===== src/rtl/core/fsksf_pkg.sv =====
// Package for the FSK symbol framer: request kinds, register indexes,
// field widths and frame constants. Depends on nothing.
package fsksf_pkg;

  localparam int unsigned FREQ_W    = 16;
  localparam int unsigned LEN_W     = 9;
  localparam int unsigned COUNT_W   = 32;
  localparam int unsigned IDX_W     = 8;
  localparam int unsigned BYTE_W    = 8;
  localparam int unsigned PADDR_W   = 5;
  localparam int unsigned PDATA_W   = 32;

  // Number of alternating preamble symbols; the first one is the one-tone.
  localparam logic [7:0] PREAMBLE_SYMBOLS = 8'd8;

  typedef logic [1:0] kind_t;
  localparam kind_t KIND_TICK  = 2'd0;
  localparam kind_t KIND_START = 2'd1;
  localparam kind_t KIND_STOP  = 2'd2;
  localparam kind_t KIND_LOAD  = 2'd3;

  typedef logic [2:0] reg_idx_t;
  localparam reg_idx_t REG_ZERO_TONE   = 3'd0;
  localparam reg_idx_t REG_ONE_TONE    = 3'd1;
  localparam reg_idx_t REG_SYMBOL_TICK = 3'd2;
  localparam reg_idx_t REG_PAYLOAD_LEN = 3'd3;
  localparam reg_idx_t REG_REPEAT      = 3'd4;
  localparam reg_idx_t REG_CHECK       = 3'd5;

  localparam logic [15:0] SYMBOL_TICKS_RESET = 16'd100;

endpackage


===== src/rtl/core/fsksf_if.sv =====
// Request and result channel interfaces of the FSK symbol framer.
// Depends on fsksf_pkg for the field widths and the kind type.
interface fsksf_in_if;
  logic                                valid;
  logic                                ready;
  fsksf_pkg::kind_t                    kind;
  logic [fsksf_pkg::IDX_W-1:0]         load_index;
  logic [fsksf_pkg::BYTE_W-1:0]        load_byte;

  modport source (output valid, output kind, output load_index, output load_byte,
                  input ready);
  modport sink (input valid, input kind, input load_index, input load_byte,
                output ready);
endinterface

interface fsksf_out_if;
  logic                                valid;
  logic                                ready;
  logic                                tone_on;
  logic [fsksf_pkg::FREQ_W-1:0]        tone_freq;
  logic                                tone_changed;
  logic                                busy_res;
  logic                                start_rejected;
  logic [fsksf_pkg::COUNT_W-1:0]       symbol_total;
  logic [fsksf_pkg::COUNT_W-1:0]       byte_total;

  modport source (output valid, output tone_on, output tone_freq, output tone_changed,
                  output busy_res, output start_rejected, output symbol_total,
                  output byte_total, input ready);
  modport sink (input valid, input tone_on, input tone_freq, input tone_changed,
                input busy_res, input start_rejected, input symbol_total,
                input byte_total, output ready);
endinterface


===== src/rtl/core/fsk_symbol_framer_core.sv =====
// Top level of the FSK symbol framer: request register, framing state,
// payload store and result register. Depends on fsksf_pkg and fsksf_if.
//
// Usage: software first writes the tones, symbol length, payload length,
// repeat flag and check word over the APB port, then sends load requests
// (kind 3) that fill the payload store while the framer is idle. A start
// request (kind 1) validates the setup and arms the framer; tick requests
// (kind 0) mark one millisecond each, and every symbol period one symbol is
// sent: the alternating preamble, the payload bits MSB first, then the check
// word high byte first. A stop request (kind 2) silences the tone at once.
// Every request gives exactly one result with the tone state and counters.
// A request is held in the request register from the accepting edge, and the
// framing logic fills the result register from it once that register is free
// or being drained. One request is taken every cycle while the result side
// does not stall; the framing state and the prefetched payload byte are
// updated in that same single pass.
// When the result receiver stalls, the result register holds and the
// request register fills; ready drops only when both are occupied.
// Reset is synchronous and clears the channels, the framing state and the
// registers to their defaults; the payload store is not cleared and must be
// loaded before a frame is started.
module fsk_symbol_framer_core #(
  parameter int unsigned PAYLOAD_DEPTH = 256
) (
  input  logic                          clk,
  input  logic                          rst,
  fsksf_in_if.sink                      req,
  fsksf_out_if.source                   res,
  input  logic                          psel,
  input  logic                          penable,
  input  logic                          pwrite,
  input  logic [fsksf_pkg::PADDR_W-1:0] paddr,
  input  logic [fsksf_pkg::PDATA_W-1:0] pwdata,
  output logic [fsksf_pkg::PDATA_W-1:0] prdata,
  output logic                          pready
);
  import fsksf_pkg::*;

  // Store address width, and a compare width wide enough for both the
  // 9-bit byte position and the store depth itself.
  localparam int unsigned AW = (PAYLOAD_DEPTH > 1) ? $clog2(PAYLOAD_DEPTH) : 1;
  localparam int unsigned CW = ((AW > LEN_W) ? AW : LEN_W) + 1;
  localparam logic [CW-1:0] DEPTH_C = CW'(PAYLOAD_DEPTH);

  // ---------------------------------------------------------------------
  // Configuration registers. Writes complete in the APB access phase.
  // ---------------------------------------------------------------------
  logic [FREQ_W-1:0] zero_tone_freq;
  logic [FREQ_W-1:0] one_tone_freq;
  logic [15:0]       symbol_ticks;
  logic [LEN_W-1:0]  payload_length;
  logic              repeat_enable;
  logic [15:0]       check_value;
  logic              cfg_write;
  reg_idx_t          cfg_index;

  assign pready    = 1'b1;
  assign cfg_write = psel && penable && pwrite;
  assign cfg_index = paddr[4:2];

  always_ff @(posedge clk) begin
    if (rst) begin
      zero_tone_freq <= '0;
      one_tone_freq  <= '0;
      symbol_ticks   <= SYMBOL_TICKS_RESET;
      payload_length <= '0;
      repeat_enable  <= 1'b0;
      check_value    <= '0;
    end else if (cfg_write) begin
      unique case (cfg_index)
        REG_ZERO_TONE:   zero_tone_freq <= pwdata[FREQ_W-1:0];
        REG_ONE_TONE:    one_tone_freq  <= pwdata[FREQ_W-1:0];
        REG_SYMBOL_TICK: symbol_ticks   <= pwdata[15:0];
        REG_PAYLOAD_LEN: payload_length <= pwdata[LEN_W-1:0];
        REG_REPEAT:      repeat_enable  <= pwdata[0];
        REG_CHECK:       check_value    <= pwdata[15:0];
        default: ;
      endcase
    end
  end

  always_comb begin
    unique case (cfg_index)
      REG_ZERO_TONE:   prdata = PDATA_W'(zero_tone_freq);
      REG_ONE_TONE:    prdata = PDATA_W'(one_tone_freq);
      REG_SYMBOL_TICK: prdata = PDATA_W'(symbol_ticks);
      REG_PAYLOAD_LEN: prdata = PDATA_W'(payload_length);
      REG_REPEAT:      prdata = PDATA_W'(repeat_enable);
      REG_CHECK:       prdata = PDATA_W'(check_value);
      default:         prdata = '0;
    endcase
  end

  // ---------------------------------------------------------------------
  // Request register and result register handshake. The framing pass runs
  // whenever a request is held and the result register is free or being
  // drained this cycle.
  // ---------------------------------------------------------------------
  logic              q_valid;
  kind_t             q_kind;
  logic [IDX_W-1:0]  q_load_index;
  logic [BYTE_W-1:0] q_load_byte;
  logic              out_valid;
  logic              advance;

  assign advance   = q_valid && (!out_valid || res.ready);
  assign req.ready = !q_valid || advance;

  always_ff @(posedge clk) begin
    if (rst) begin
      q_valid <= 1'b0;
    end else if (req.ready) begin
      q_valid <= req.valid;
    end
  end

  always_ff @(posedge clk) begin
    if (req.ready && req.valid) begin
      q_kind       <= req.kind;
      q_load_index <= req.load_index;
      q_load_byte  <= req.load_byte;
    end
  end

  // ---------------------------------------------------------------------
  // Framing state.
  // ---------------------------------------------------------------------
  logic               active, active_next;
  logic               in_preamble, in_preamble_next;
  logic [7:0]         preamble_count, preamble_count_next;
  logic [LEN_W-1:0]   byte_position, byte_position_next;
  logic [2:0]         bit_position, bit_position_next;
  logic [15:0]        tick_count, tick_count_next;
  logic [COUNT_W-1:0] symbol_count, symbol_count_next;
  logic [COUNT_W-1:0] byte_count, byte_count_next;
  logic [FREQ_W-1:0]  current_freq, current_freq_next;

  // Payload store with a registered read that always holds the byte at the
  // current byte position, so a symbol can use it in the same pass.
  logic [BYTE_W-1:0]  payload_store [PAYLOAD_DEPTH];
  logic [BYTE_W-1:0]  rd_data;
  logic               rd_in_range;
  logic [CW-1:0]      rd_pos;
  logic [AW-1:0]      rd_addr;
  logic [CW-1:0]      wr_pos;
  logic [AW-1:0]      wr_addr;
  logic               st_we;
  logic [BYTE_W-1:0]  stored_byte;

  assign rd_pos      = CW'(byte_position_next);
  assign rd_addr     = rd_pos[AW-1:0];
  assign wr_pos      = CW'(q_load_index);
  assign wr_addr     = wr_pos[AW-1:0];
  assign stored_byte = rd_in_range ? rd_data : '0;

  always_ff @(posedge clk) begin
    if (st_we) begin
      payload_store[wr_addr] <= q_load_byte;
    end
    if (st_we && (wr_addr == rd_addr)) begin
      rd_data <= q_load_byte;
    end else begin
      rd_data <= payload_store[rd_addr];
    end
    rd_in_range <= rd_pos < DEPTH_C;
  end

  // Single pass over one request.
  logic [15:0]       tick_inc;
  logic [LEN_W:0]    frame_end_pos;
  logic              end_of_frame;
  logic              start_bad;
  logic              changed;
  logic              rejected;
  logic [2:0]        bit_pos_inc;
  logic [BYTE_W-1:0] check_byte;
  logic              sym_bit;

  assign tick_inc      = (tick_count == 16'hFFFF) ? tick_count : tick_count + 16'd1;
  assign frame_end_pos = {1'b0, payload_length} + (LEN_W + 1)'(2);
  assign end_of_frame  = !in_preamble && ({1'b0, byte_position} >= frame_end_pos);
  assign start_bad     = (payload_length == '0) || (CW'(payload_length) > DEPTH_C) ||
                         (zero_tone_freq == '0) || (one_tone_freq == '0);
  assign bit_pos_inc   = bit_position + 3'd1;
  assign check_byte    = (byte_position == payload_length) ? check_value[15:8]
                                                           : check_value[7:0];

  always_comb begin
    active_next         = active;
    in_preamble_next    = in_preamble;
    preamble_count_next = preamble_count;
    byte_position_next  = byte_position;
    bit_position_next   = bit_position;
    tick_count_next     = tick_count;
    symbol_count_next   = symbol_count;
    byte_count_next     = byte_count;
    current_freq_next   = current_freq;
    changed             = 1'b0;
    rejected            = 1'b0;
    st_we               = 1'b0;
    sym_bit             = 1'b0;

    if (advance) begin
      unique case (q_kind)
        KIND_TICK: begin
          if (active) begin
            if (tick_inc >= symbol_ticks) begin
              tick_count_next = '0;
              changed         = 1'b1;
              if (end_of_frame && !repeat_enable) begin
                active_next       = 1'b0;
                current_freq_next = '0;
              end else begin
                // A repeat restart falls straight into the first preamble
                // symbol, which is the one-tone.
                if (in_preamble || end_of_frame) begin
                  sym_bit             = end_of_frame ? 1'b1 : !preamble_count[0];
                  preamble_count_next = end_of_frame ? 8'd1 : preamble_count + 8'd1;
                  in_preamble_next    = !(preamble_count_next >= PREAMBLE_SYMBOLS);
                  if (end_of_frame) begin
                    byte_position_next = '0;
                    bit_position_next  = '0;
                  end
                end else begin
                  if (byte_position < payload_length) begin
                    sym_bit = stored_byte[3'd7 - bit_position];
                    if (bit_pos_inc == 3'd0) begin
                      byte_count_next = byte_count + COUNT_W'(1);
                    end
                  end else begin
                    sym_bit = check_byte[3'd7 - bit_position];
                  end
                  bit_position_next = bit_pos_inc;
                  if (bit_pos_inc == 3'd0) begin
                    byte_position_next = byte_position + LEN_W'(1);
                  end
                  symbol_count_next = symbol_count + COUNT_W'(1);
                end
                current_freq_next = sym_bit ? one_tone_freq : zero_tone_freq;
              end
            end else begin
              tick_count_next = tick_inc;
            end
          end
        end
        KIND_START: begin
          // A running frame is silenced before the new start is checked.
          if (active) begin
            active_next       = 1'b0;
            current_freq_next = '0;
            changed           = 1'b1;
          end
          if (start_bad) begin
            rejected = 1'b1;
          end else begin
            active_next         = 1'b1;
            symbol_count_next   = '0;
            byte_count_next     = '0;
            bit_position_next   = '0;
            byte_position_next  = '0;
            in_preamble_next    = 1'b1;
            preamble_count_next = '0;
            tick_count_next     = '0;
          end
        end
        KIND_STOP: begin
          active_next       = 1'b0;
          current_freq_next = '0;
          changed           = 1'b1;
        end
        KIND_LOAD: begin
          st_we = !active && (wr_pos < DEPTH_C);
        end
        default: ;
      endcase
    end
  end

  always_ff @(posedge clk) begin
    if (rst) begin
      active         <= 1'b0;
      in_preamble    <= 1'b1;
      preamble_count <= '0;
      byte_position  <= '0;
      bit_position   <= '0;
      tick_count     <= '0;
      symbol_count   <= '0;
      byte_count     <= '0;
      current_freq   <= '0;
    end else begin
      active         <= active_next;
      in_preamble    <= in_preamble_next;
      preamble_count <= preamble_count_next;
      byte_position  <= byte_position_next;
      bit_position   <= bit_position_next;
      tick_count     <= tick_count_next;
      symbol_count   <= symbol_count_next;
      byte_count     <= byte_count_next;
      current_freq   <= current_freq_next;
    end
  end

  // ---------------------------------------------------------------------
  // Result register.
  // ---------------------------------------------------------------------
  logic               r_tone_on;
  logic [FREQ_W-1:0]  r_tone_freq;
  logic               r_tone_changed;
  logic               r_busy;
  logic               r_rejected;
  logic [COUNT_W-1:0] r_symbols;
  logic [COUNT_W-1:0] r_bytes;

  always_ff @(posedge clk) begin
    if (rst) begin
      out_valid <= 1'b0;
    end else if (advance) begin
      out_valid <= 1'b1;
    end else if (res.ready) begin
      out_valid <= 1'b0;
    end
  end

  always_ff @(posedge clk) begin
    if (advance) begin
      r_tone_on      <= current_freq_next != '0;
      r_tone_freq    <= current_freq_next;
      r_tone_changed <= changed;
      r_busy         <= active_next;
      r_rejected     <= rejected;
      r_symbols      <= symbol_count_next;
      r_bytes        <= byte_count_next;
    end
  end

  assign res.valid          = out_valid;
  assign res.tone_on        = r_tone_on;
  assign res.tone_freq      = r_tone_freq;
  assign res.tone_changed   = r_tone_changed;
  assign res.busy_res       = r_busy;
  assign res.start_rejected = r_rejected;
  assign res.symbol_total   = r_symbols;
  assign res.byte_total     = r_bytes;

endmodule


===== src/flat_wrapper.sv =====
// flat-port wrapper written by rule: the top's interface ports become plain ports
module fsk_symbol_framer_core_flat import fsksf_pkg::*;
#(
  parameter int unsigned PAYLOAD_DEPTH = 256
)
  (clk, rst, psel, penable, pwrite, paddr, pwdata, prdata, pready, req_valid, req_kind, req_load_index, req_load_byte, req_ready, res_valid, res_tone_on, res_tone_freq, res_tone_changed, res_busy_res, res_start_rejected, res_symbol_total, res_byte_total, res_ready);
  fsksf_in_if req_i ();
  fsksf_out_if res_i ();
  input  logic clk;
  input  logic rst;
  input  logic psel;
  input  logic penable;
  input  logic pwrite;
  input  logic [fsksf_pkg::PADDR_W-1:0] paddr;
  input  logic [fsksf_pkg::PDATA_W-1:0] pwdata;
  output logic [fsksf_pkg::PDATA_W-1:0] prdata;
  output logic pready;
  input wire logic [$bits(req_i.valid)-1:0] req_valid;
  input wire logic [$bits(req_i.kind)-1:0] req_kind;
  input wire logic [$bits(req_i.load_index)-1:0] req_load_index;
  input wire logic [$bits(req_i.load_byte)-1:0] req_load_byte;
  output wire logic [$bits(req_i.ready)-1:0] req_ready;
  output wire logic [$bits(res_i.valid)-1:0] res_valid;
  output wire logic [$bits(res_i.tone_on)-1:0] res_tone_on;
  output wire logic [$bits(res_i.tone_freq)-1:0] res_tone_freq;
  output wire logic [$bits(res_i.tone_changed)-1:0] res_tone_changed;
  output wire logic [$bits(res_i.busy_res)-1:0] res_busy_res;
  output wire logic [$bits(res_i.start_rejected)-1:0] res_start_rejected;
  output wire logic [$bits(res_i.symbol_total)-1:0] res_symbol_total;
  output wire logic [$bits(res_i.byte_total)-1:0] res_byte_total;
  input wire logic [$bits(res_i.ready)-1:0] res_ready;
  assign req_i.valid = req_valid;
  assign req_i.kind = req_kind;
  assign req_i.load_index = req_load_index;
  assign req_i.load_byte = req_load_byte;
  assign req_ready = req_i.ready;
  assign res_valid = res_i.valid;
  assign res_tone_on = res_i.tone_on;
  assign res_tone_freq = res_i.tone_freq;
  assign res_tone_changed = res_i.tone_changed;
  assign res_busy_res = res_i.busy_res;
  assign res_start_rejected = res_i.start_rejected;
  assign res_symbol_total = res_i.symbol_total;
  assign res_byte_total = res_i.byte_total;
  assign res_i.ready = res_ready;
  fsk_symbol_framer_core #(.PAYLOAD_DEPTH(PAYLOAD_DEPTH)) u_core (.clk(clk), .rst(rst), .req(req_i), .res(res_i), .psel(psel), .penable(penable), .pwrite(pwrite), .paddr(paddr), .pwdata(pwdata), .prdata(prdata), .pready(pready));
endmodule

===== config.mk =====
export PLATFORM = sky130hd
export DESIGN_NAME = fsk_symbol_framer_core_flat
export DESIGN_NICKNAME = d
export VERILOG_FILES = /design/src/rtl/core/fsksf_pkg.sv /design/src/rtl/core/fsksf_if.sv /design/src/rtl/core/fsk_symbol_framer_core.sv /design/src/flat_wrapper.sv
export SDC_FILE = /design/constraint.sdc
export NUM_CORES = 2
export LEC_CHECK = 0
export ABC_AREA = 1
export BUFFER_PORTS_ARGS = -buffer_cell sky130_fd_sc_hd__buf_2
export CORE_UTILIZATION = 38
export DETAILED_ROUTE_END_ITERATION = 10
export PLACE_DENSITY_LB_ADDON = 0.25
export RECOVER_POWER = 50
export SKIP_LAST_GASP = 1
export SLEW_MARGIN = 30
export SYNTH_ARGS = -nofsm -noshare
export SYNTH_HDL_FRONTEND = slang
export SYNTH_SLANG_ARGS = --single-unit

===== constraint.sdc =====
create_clock -name clk -period 6.57 [get_ports clk]
set_clock_uncertainty 0.2 [all_clocks]
set_input_delay 0.9855 -clock clk [delete_from_list [all_inputs] [get_ports clk]]
set_output_delay 0.9855 -clock clk [all_outputs]
set_load 0.1 [all_outputs]

**Word-level counts from Yosys, hierarchy flattened**

Memories as Yosys holds them, arrays and structs flattened. A register that Yosys moved wholly into a read port is not among the register bits.
Cells that the tools add are included.

- Register bits: 297
- Bits in writable memories: 2048
- Input port bits: 62
- Logic and storage cells: 188
- Memories: 1

Memories:

| memory | words | width | read ports | clocked after memory_dff | write ports | RTL line | text |
|---|---|---|---|---|---|---|---|
| u_core.payload_store | 256 | 8 | 1 | 1 | 1 | fsk_symbol_framer_core.sv:140 | `logic [BYTE_W-1:0] payload_store [PAYLOAD_DEPTH];` |

- Add/subtract/negate cells: 8
- Order comparisons: 8
- Equal/unequal tests: 16
- Multiplexer cells: 89
- Reductions and logical operators: 38

Operator list:

| cell | number |
|---|---|
| $mux 32 | 14 |
| $mux 16 | 10 |
| $pmux 32 s2 | 2 |
| $pmux 16 s6 | 1 |
| $mux 9 | 8 |
| $add 32x1->32 const B | 2 |
| $mux 8 | 8 |
| $pmux 16 s3 | 1 |
| $logic_not 16->1 | 2 |
| $pmux 16 s2 | 1 |
| $mux 1 | 30 |
| $mux 3 | 6 |
| $pmux 9 s2 | 1 |
| $add 16x1->16 const B | 1 |
| $eq 16x16->1 const B | 1 |
| $ge 16x16->1 | 1 |
| $pmux 8 s2 | 1 |
| $reduce_bool 16->1 | 1 |
| $reduce_and 7->1 | 2 |
| $reduce_and 2->1 | 6 |
| $add 9x2->10 const B | 1 |
| $ge 9x10->1 | 1 |
| $add 9x1->9 const B | 1 |
| $eq 9x9->1 | 1 |
| other kinds (29) | 56 |

**Logic depth before layout (Yosys ltp)**

- Depth after elaboration: 18
- Mapped depth: 32

**Least setup slack after synthesis**

OpenSTA, ideal clock, no wires.

- Kind: input-to-output
- Start point: input port paddr[4] (netlist bit)
- End point: output port prdata[1] (netlist bit)
- Arrival: 3.693 ns
- Slack: 1.692 ns
- Stages on the path: 4
- Path buffers: 1
- Cells stage by stage: clkbuf_1 nor3_1 clkinv_1 o221ai_1

- Word-level cells in the longest chain between the ends: 2
- Elaborated cells on any way between the ends: 7
- Classes of those cells: eq/ne (5); mux (1); reduce/logical (1)

RTL lines:

| what | RTL line | text |
|---|---|---|
| from (decl) | flat_wrapper.sv:14 | `input logic [fsksf_pkg::PADDR_W-1:0] paddr;` |
| $eq 3x3->1 (tied with other cells) | fsk_symbol_framer_core.sv:83 | `unique case (cfg_index)` |
| $pmux 16 s6 (*) | fsk_symbol_framer_core.sv:83 |  |
| to (decl) | flat_wrapper.sv:16 | `output logic [fsksf_pkg::PDATA_W-1:0] prdata;` |

Mark *: on every way between the ends. The rest lies on a longest branch, timed or not.

**Worst setup path after layout**

- Start point: register u_core.q_load_byte[5]
- End point: memory u_core.payload_store[211][5], data pin

RTL lines:

| what | RTL line | text |
|---|---|---|
| from (decl) | fsk_symbol_framer_core.sv:102 | `logic [BYTE_W-1:0] q_load_byte;` |
| from (signal assigned) | fsk_symbol_framer_core.sv:121 | `q_load_byte <= req.load_byte;` |
| to (decl) | fsk_symbol_framer_core.sv:140 |  |

Straight into the memory's write port.

==> qor.json <==
{
  "power_and_ir_drop": {
    "clock_power_share_pct": 44.2,
    "p_comb_share_pct": 2.5,
    "power.density_nw_per_um2": 282,
    "intPower_mw": 24.2,
    "worst_ir_drop_vdd_uv": 292,
    "switching_share_pct": 21.4,
    "p_sw_mw": 6.60,
    "p_seq_share_pct": 53.3,
    "leakage_nw": 37.5
  },
  "die": {
    "placement_rows": 186,
    "fp.dieW_um": 510,
    "initial_core_util_pct": 38.2,
    "die_footprint_um2": 260000,
    "core_area_um2": 257000,
    "num_io_pins": 181,
    "fp.dieH_um": 510
  },
  "worst_setup_path": {
    "crit_path_end_kind": "flip-flop",
    "timing.critical_path.required_ns": 6.82,
    "critical_path_arrival_ns": 6.21,
    "rrSetupSlack_ns": 0.61,
    "crit_path_launch_type": "flip-flop",
    "worst_r2r_startpoint": "u_core.q_load_byte[5]",
    "worstPathMaxFanout": 87,
    "worst-r2r-cell-count": 2,
    "worst_r2r_endpoint": "u_core.payload_store[211][5]",
    "timing.setup.critical_path_class": "flip-flop to flip-flop"
  },
  "global_routing": {
    "first_global_vias": 62500,
    "grt_start_max_net_pins": 198,
    "initial_antenna_violation_count": 11,
    "grtUsageTotal_pct": 20.5,
    "grt_overflow_total": 0,
    "grt_pass1_wl_um": 404000
  },
  "routing": {
    "route.vias.total": 66300,
    "finalWirelength_um": 271000,
    "initialDrtViolationCount": 7276,
    "vias_per_cell": 5.35,
    "wirelength_per_cell_um": 21.9,
    "detailedRoute.firstPassIterationCount": 6,
    "route.antenna.remaining_nets": 0,
    "drcViolationCount": 0
  },
  "sta": {
    "postLayoutSetupSlackWorst_ns": 0.615,
    "achievable-frequency_ghz": 0.168,
    "grt_setup_unrepaired": "no",
    "timing.final.crit_share_pct": 90.6,
    "transition_time_at_the_pin_with_the_least_slew_margin_ns": 4.93,
    "final_period_minus_worst_setup_slack_ns": 5.96,
    "setup_failing_eps_final": 0,
    "hold_violations": 0,
    "final.setup.tns_ns": 0,
    "slew_violations": 1782,
    "timing.max_slew.rel_slack_pct": -228
  },
  "clock_network": {
    "cts_root_buf": "sky130_fd_sc_hd__clkbuf_16",
    "h_tree_depth": 4,
    "holdBufCountCts": 0,
    "tritoncts": "done",
    "clock_sink_count": 2353,
    "clk_pin_slew_ns": 0.06,
    "postCtsSetupBuffers": 0,
    "cts_resized": 0,
    "cts-root-to-sink-buffers": 3,
    "cts-buffers-inserted": 240,
    "clk_latency_ns": 0.89
  },
  "hold_path": {
    "hold_path_class": "primary input to flip-flop",
    "hold_depth": 1,
    "hold_path_startpoint": "req_kind[1]",
    "worstHoldEndpoint": "u_core.q_kind[1]"
  },
  "yosys": {
    "post_synth_most_frequent_cells": "2449 x sky130_fd_sc_hd__nand2_1, 2150 x sky130_fd_sc_hd__edfxtp_1, 2133 x sky130_fd_sc_hd__nand3_1",
    "synth_sequential_area_ratio_pct": 70.0,
    "yosysUniqueCellTypes": 56,
    "most_frequent_cell_after_synthesis": "sky130_fd_sc_hd__nand2_1",
    "ys_warn_count": 0,
    "ys_ff_latch": 2353,
    "netlist_instances": 8825,
    "synth_top_area_share_pct": 65.8,
    "synthTopCellsByArea": "sky130_fd_sc_hd__edfxtp_1 66%, sky130_fd_sc_hd__nand3_1 11%, sky130_fd_sc_hd__nand2_1 9.4%",
    "postSynthAreaPerCell_um2": 11.1,
    "asyncSetResetFlopFracSynth_pct": 0,
    "synth_area_um2": 98100,
    "synth_flop_cell": "sky130_fd_sc_hd__edfxtp_1",
    "synth-edff-count": 2150,
    "yosysTopAreaCell": "sky130_fd_sc_hd__edfxtp_1"
  },
  "placement": {
    "numPortBuffers": 145,
    "preCtsSetupSlack_ns": 0.840,
    "gpl.final_weighted_congestion": 0.895,
    "detailed_place_hpwl_um": 156000
  },
  "finish": {
    "fin_nets": 8899,
    "final_layout_size_suffix_gt1_share_pct": 6.64,
    "fin_util_pct": 42.6,
    "syn2layout_area_growth_pct": 11.4
  },
  "outcome": {
    "run_status": "complete, but fails checks",
    "violations": "max-capacitance violations, max-slew violations"
  },
  "job": {
    "max_cap_violations": 24
  }
}
-- cell usage in the layout, fill, tap and decap left out, types with 8 or more instances in the layout --
master,instances
sky130_fd_sc_hd__o22ai_1,12
sky130_fd_sc_hd__nand2_2,17
sky130_fd_sc_hd__nor3_1,47
sky130_fd_sc_hd__edfxtp_1,2150
sky130_fd_sc_hd__a31oi_1,12
sky130_fd_sc_hd__ha_1,41
sky130_fd_sc_hd__xor2_1,13
sky130_fd_sc_hd__clkbuf_16,244
sky130_fd_sc_hd__nand2_1,2433
sky130_fd_sc_hd__a211oi_1,10
sky130_fd_sc_hd__o211ai_1,20
sky130_fd_sc_hd__clkinv_2,43
sky130_fd_sc_hd__clkinv_1,54
sky130_fd_sc_hd__clkinvlp_4,13
sky130_fd_sc_hd__nor2_1,406
sky130_fd_sc_hd__o21ai_0,138
sky130_fd_sc_hd__xnor2_1,8
sky130_fd_sc_hd__inv_1,242
sky130_fd_sc_hd__conb_1,17
sky130_fd_sc_hd__buf_2,84
sky130_fd_sc_hd__and2_1,20
sky130_fd_sc_hd__buf_4,72
sky130_fd_sc_hd__a22oi_1,14
sky130_fd_sc_hd__nand3_1,2133
sky130_fd_sc_hd__buf_12,27
sky130_fd_sc_hd__clkbuf_1,133
sky130_fd_sc_hd__nand4_1,29
sky130_fd_sc_hd__bufinv_16,22
sky130_fd_sc_hd__dfxtp_1,197
sky130_fd_sc_hd__a21oi_1,210
sky130_fd_sc_hd__o221ai_1,17
sky130_fd_sc_hd__nor4_1,13
sky130_fd_sc_hd__inv_2,8
-- power groups by stage --
| stage | registers (mW) | logic (mW) | clock network [mW] |
|---|---|---|---|
| finish | 16.4 | 0.759 | 13.6 |
| global route | 16.4 | 0.800 | 14.4 |
| CTS | 16.4 | 0.777 | 13.8 |
| detailed placement | 16.7 | 0.777 | 0 |
| global placement | 16.7 | 0.763 | 0 |
| floorplan | 17.0 | 0.192 | 0 |
-- worst max-delay path by stage --
stage,from,cells past startpoint,endpoint,slack (ns)
3_3_place_gp,u_core.tick_count[4],25,u_core.res.symbol_total[27],0.86
2_1_floorplan,paddr[4],4,prdata[1],1.69
6_report,u_core.q_load_byte[5],2,u_core.payload_store[211][5],0.61
4_1_cts,u_core.tick_count[4],25,u_core.res.symbol_total[27],0.88
5_1_grt,u_core.q_load_byte[5],2,u_core.payload_store[211][5],0.19
3_5_place_dp,u_core.tick_count[4],25,u_core.res.symbol_total[27],0.84
-- state kept, by name, indices dropped and copies added (netlist names), 2 cells and up, named ones only --
name / flops
u_core.payload_length: 9
u_core.res.tone_freq: 16
u_core.symbol_ticks: 16
u_core.tick_count: 16
u_core.symbol_count: 32
u_core.q_kind: 2
u_core.payload_store: 2048
u_core.res.symbol_total: 32
u_core.byte_position: 9
u_core.zero_tone_freq: 16
u_core.check_value: 16
u_core.byte_count: 32
u_core.bit_position: 3
u_core.preamble_count: 8
u_core.current_freq: 16
u_core.q_load_index: 8
u_core.q_load_byte: 8
u_core.one_tone_freq: 16
u_core.res.byte_total: 32
-- per-stage QoR --
step | power (mW) | hold WS, ns | cell area [um2] | cells
after floorplan | 17.2 | 0.239 | 98100 | 8840
after global placement | 17.5 | 0.256 | 102000 | 11900
after detailed placement | 17.5 | 0.261 | 102000 | 11900
after CTS | 31.0 | 0.00726 | 109000 | 12400
after global routing | 31.6 | 0.0170 | 109000 | 12400
final | 30.8 | 0.0734 | 109000 | 12400
-- logic make-up (layout without fill, tap and decap cells) --
family / after synthesis / count (layout) / synth area share, %
xor gates and xnor gates: 21 / 21 / 0.188
DFF: 2353 / 2353 / 70.0
and+or+nand+nor: 5123 / 5123 / 22.6
AOI/OAI and AO/OA: 466 / 466 / 2.67
buffers and inverters: 819 / 979 / 4.00
other: 2 / 23 / 0.00766
adders and majority gates: 41 / 41 / 0.523
-- area by class of cell --
type,instances,area (um2)
fillers,23900,147000
flip-flops and latches,2353,68600
multi-input cells,5668,25700
clock buffers,300,6360
well taps,3384,4230
repair buffers,273,1880
clock inverters,146,1510
inverters,260,1010
diodes,6,15.0
-- critical path, stage by stage (launching register included) --
cell                       delay [ns]
sky130_fd_sc_hd__edfxtp_1        0.32
sky130_fd_sc_hd__clkbuf_1        3.39
sky130_fd_sc_hd__buf_2           1.51
-- routing by layer --
metal,vias to the layer above,wire (um),track usage (%)
li1,31100,-,-
met1,32400,119000,29.5
met2,2495,124000,32.0
met3,410,19800,2.98
met4,2,7960,6.43
met5,-,13,0
(Power assumes the default switching activity.)
